===== config.mk =====
export PLATFORM = sky130hd
export DESIGN_NAME = stns_ctrl
export DESIGN_NICKNAME = d
export VERILOG_FILES = /design/src/stns_pkg.sv /design/src/stns_ctrl.sv
export SDC_FILE = /design/constraint.sdc
export NUM_CORES = 1
export LEC_CHECK = 0
export ABC_AREA = 0
export BUFFER_PORTS_ARGS = -buffer_cell sky130_fd_sc_hd__buf_2
export CAP_MARGIN = 10
export CORE_AREA = 2 2 39 41
export DETAILED_ROUTE_END_ITERATION = 6
export DIE_AREA = 0 0 41 43
export GPL_TIMING_DRIVEN = 0
export HOLD_SLACK_MARGIN = 0.02
export PLACE_DENSITY = 0.41
export SLEW_MARGIN = 0
export SYNTH_ARGS = -nofsm -noshare
export SYNTH_HDL_FRONTEND = slang
export SYNTH_SLANG_ARGS = --single-unit

===== constraint.sdc =====
create_clock -name clk -period 2.5 [get_ports clk]
set_input_delay 0 -clock clk [delete_from_list [all_inputs] [get_ports clk]]
set_output_delay 0 -clock clk [all_outputs]
set_load 0.02 [all_outputs]

===== src/stns_pkg.sv =====
`timescale 1ns / 1ps
package stns_pkg;
	localparam int DEPTH    = 256;
	localparam int KEY_BITS = 32;
	localparam int IDX_W    = $clog2(DEPTH);
	localparam int FUNC_W   = 2;
	localparam int POS_W    = 8;
	localparam int KEY_IN_W = 32;
	localparam int CNT_W    = 9;
	localparam int INDEX_W  = 8;
	localparam int EXT_W    = (IDX_W + 1 > CNT_W) ? IDX_W + 1 : CNT_W;

	localparam logic [CNT_W-1:0]  CNT_RESET  = CNT_W'(256);
	localparam logic [FUNC_W-1:0] FN_LOAD    = 2'd0;
	localparam logic [FUNC_W-1:0] FN_NEAREST = 2'd1;

	typedef logic signed [KEY_BITS-1:0] key_t;
	typedef logic [IDX_W-1:0] idx_t;

	typedef enum logic [2:0] {
		ST_IDLE,
		ST_RD_LAST,
		ST_RD_FIRST,
		ST_BISECT,
		ST_NEAR,
		ST_FINISH
	} state_t;

	typedef struct packed {
		logic load;
		logic start;
		logic take_last;
		logic take_first;
		logic step;
		logic near;
		logic finish;
		logic miss;
	} cmd_t;

	typedef struct packed {
		logic out_of_range;
		logic more;
	} status_t;

	function automatic key_t fit_key(input logic signed [KEY_IN_W-1:0] k);
		logic signed [63:0] w;
		w = 64'(k);
		return key_t'(w[KEY_BITS-1:0]);
	endfunction
endpackage


===== src/stns_ctrl.sv =====
`timescale 1ns / 1ps
module stns_ctrl (
	input  logic                        clk,
	input  logic                        arst_n,
	input  logic                        item_valid,
	input  logic [stns_pkg::FUNC_W-1:0] func,
	input  logic                        result_ready,
	input  stns_pkg::status_t           status,
	output stns_pkg::cmd_t              cmd,
	output logic                        item_ready,
	output logic                        result_valid
);
	import stns_pkg::*;

	state_t state_q, state_d;
	logic   out_valid_q;

	assign item_ready   = (state_q == ST_IDLE) && (!out_valid_q || result_ready);
	assign result_valid = out_valid_q;

	always_ff @(posedge clk or negedge arst_n) begin
		if (!arst_n) begin
			state_q     <= ST_IDLE;
			out_valid_q <= 1'b0;
		end else begin
			state_q <= state_d;
			if (cmd.load || cmd.miss || cmd.finish) begin
				out_valid_q <= 1'b1;
			end else if (result_ready) begin
				out_valid_q <= 1'b0;
			end
		end
	end

	always_comb begin
		cmd     = '0;
		state_d = state_q;
		unique case (state_q)
			ST_IDLE: begin
				if (item_valid && item_ready) begin
					if (func == FN_LOAD) begin
						cmd.load = 1'b1;
					end else begin
						cmd.start = 1'b1;
						state_d   = ST_RD_LAST;
					end
				end
			end
			ST_RD_LAST: begin
				cmd.take_last = 1'b1;
				state_d       = ST_RD_FIRST;
			end
			ST_RD_FIRST: begin
				cmd.take_first = 1'b1;
				priority if (status.out_of_range) begin
					cmd.miss = 1'b1;
					state_d  = ST_IDLE;
				end else if (status.more) begin
					state_d = ST_BISECT;
				end else begin
					state_d = ST_NEAR;
				end
			end
			ST_BISECT: begin
				cmd.step = 1'b1;
				if (!status.more) begin
					state_d = ST_NEAR;
				end
			end
			ST_NEAR: begin
				cmd.near = 1'b1;
				state_d  = ST_FINISH;
			end
			ST_FINISH: begin
				cmd.finish = 1'b1;
				state_d    = ST_IDLE;
			end
			default: begin
				state_d = ST_IDLE;
			end
		endcase
	end
endmodule


==> impl_metrics.tcl <==
set metrics [dict create \
    dr_total_vias 281 \
    leakagePower_nw 0.229 \
    fin_nets 63 \
    hold_class "input pin to flip-flop" \
    ant_nets 0 \
    r2r_setup_slack_ns 1.38 \
    cts_tree "built" \
    critPathCaptureType "output pin" \
    synth-edff-count 0 \
    first_pass_iters 3 \
    synth_area_leaders "dfrtp_1, nand2b_1, nor2_1, nor3b_1, and2_1" \
    core_area_mm2 0.00138 \
    rsz0062_at_grt "false" \
    ys_ff_latch 4 \
    layout_worst_path_cycle_share_pct 55.8 \
    syn-instance-count 31 \
    antenna_found_initial 0 \
    fillers 163 \
    synth_cell_types 18 \
    layout.cells.most_common "buf_2" \
    synth_xor_area_share_pct 0 \
    crit_fanout 8 \
    slew_headroom_pct 78.2 \
    initial_core_util_pct 18.4 \
    layout_min_cycle_time_ns 1.40 \
    clock.fmax_ghz 0.717 \
    crit-reg2reg-launch "state_q[1]" \
    insertion_delay_ns 0.23 \
    crit_arrival_ns 1.40 \
    ios 18 \
    slew_viol_final 0 \
    drt-wirelength-per-cell_um 9.81 \
    grt_max_degree 9 \
    gp_congestion 0.625 \
    final_cell_mix "buf_2, nor2_1, dfrtp_1" \
    grt_pass1_vias 235 \
    path_clk_slew_ns 0.04 \
    h-tree-depth 1 \
    num_rows 14 \
    setup_ws_ns 1.10 \
    root_buffer "clkbuf_4" \
    synthMuxAreaShare_pct 0 \
    die_w_um 41 \
    cp.required_ns 2.50 \
    dpl-instance-area_um2 360 \
    dp.cells 64 \
    synth_compound_gate_area_share_pct 13.2 \
    tns_ns 0 \
    critical_path_class "flip-flop to output pin" \
    startpoint "state_q[1]" \
    yosysSeqAreaShare_pct 39.2 \
    netlist_area_um2 255 \
    finalPower_w 0.000478 \
    dieArea_mm2 0.00176 \
    wirelength_um 677 \
    r2r_cells 3 \
    grt_pass1_wl_um 931 \
    n_antenna_cell 0 \
    post-synth-top-area-fraction_pct 39.2 \
    wl_met2_um 296 \
    async_flop_share_pct 100 \
    synth-simple-area-share_pct 44.6 \
    synth_top_family_by_area "simple AND/OR/NAND/NOR gates" \
    placement.io_buffers 17 \
    viasPerCell 4.07 \
    worst_pin_slew_ns 0.326 \
    endpoint "cmd[6]" \
    synth-main-ff-cell "dfrtp_1" \
    worstSetupStartpointType "flip-flop" \
    synthesis.nets 39 \
    grtUsageTotal_pct 8.38 \
    cts_sinks 4 \
    dp_slack_ns 1.33 \
    clock_path_buffers 2 \
    wirelength_met1_um 321 \
    hold_viol 0 \
    powerDensity_mw_per_mm2 1190 \
    reg2reg_to "state_q[0]" \
    drive_above_1_share_pct 37.7 \
    finClkSkew_ns 0.00135 \
    fp.dieH_um 43 \
    cap_viol_max_count 0 \
    cts_buffers 3 \
    area_growth_pct 57.8 \
    synth_area_per_cell_um2 8.23 \
    setup_viol 0 \
    hp-start "func[0]" \
    final_cell_area_um2 403 \
    synth_top_area_cell "dfrtp_1" \
    wl_met3_um 59 \
    irDropWorstVdd_uv 390 \
    synthAdderAreaFrac_pct 0 \
    grt_overflow 0 \
    final_cells 69 \
    drtIter0Drc 1 \
    route.detailed.drc 0 \
    run_status "finished, final reports clean" \
    yosysWarnings 0 \
    top_layer_used "met3" \
]
-- kinds of logic after synthesis --
| family | Yosys count |
|---|---|
| AND/OR/NAND/NOR | 20 |
| buffers and inverters | 2 |
| AO/OA/AOI/OAI | 5 |
| flip-flops | 4 |
-- sequential cells by signal (all words and copies together), names as in the netlist --
name / cells
result_valid: 1
state_q: 3
-- timing repair --
action | 4_1_cts | 5_1_grt
setup buffers | 0 | 0
gates resized for setup | 0 | 0
hold buffers | 2 | 0
setup endpoints to repair | 0 | 0
hold endpoints to repair | 5 | 0
-- worst max-delay path, cell delays in order (launching register included) --
cell and delay, ns:
dfrtp_1 0.44, nor3_1 0.31, nand3_1 0.15, nor2_1 0.10, buf_2 0.16
-- layer usage --
layer  GRT usage (%)  up-vias
li1                -      150
met1            11.1      118
met2            10.6       13
met3            3.14        0
met4            6.00        0
met5               0        -
-- per-stage QoR --
stage | utilization, % | hold WS (ns)
after global placement | 26.0 | -0.190
final | 29.1 | 0.0655
after detailed placement | 26.0 | -0.189
after floorplan | - | -0.296
after CTS | 29.1 | 0.0583
after global routing | 29.1 | 0.0694
-- cell usage after synthesis, drive strengths merged, types with 2 or more instances --
library cell,number
dfrtp,4
nor2,4
nand2b,3
and2,2
inv,2
nand3,2
nor3,2
nor3b,2
-- report_power, final --
| part | switching [W] | internal (W) |
|---|---|---|
| Sequential | 0.0000393 | 0.0000937 |
| Combinational | 0.000157 | 0.000108 |
| Clock | 0.0000266 | 0.0000537 |
| Total | 0.000223 | 0.000256 |
-- how the worst min path moves through the flow --
stage / endpoint / slack, ns / cells after the start
4_1_cts: state_q[0] / 0.06 / 3
6_report: state_q[0] / 0.07 / 3
2_1_floorplan: result_valid / -0.30 / 0
5_1_grt: state_q[0] / 0.07 / 3
3_5_place_dp: result_valid / -0.19 / 1
3_3_place_gp: result_valid / -0.19 / 1
-- layout make-up --
cell class	count	area [µm²]	share of cell area [%]
clock buffers	3	22.5	5.59
inverters	2	7.51	1.86
multi-input cells	25	148	36.6
flip-flops and latches	4	100	24.8
well taps	16	20.0	4.97
repair buffers	19	105	26.1
No activity file was read; power rests on OpenSTA's default activity.
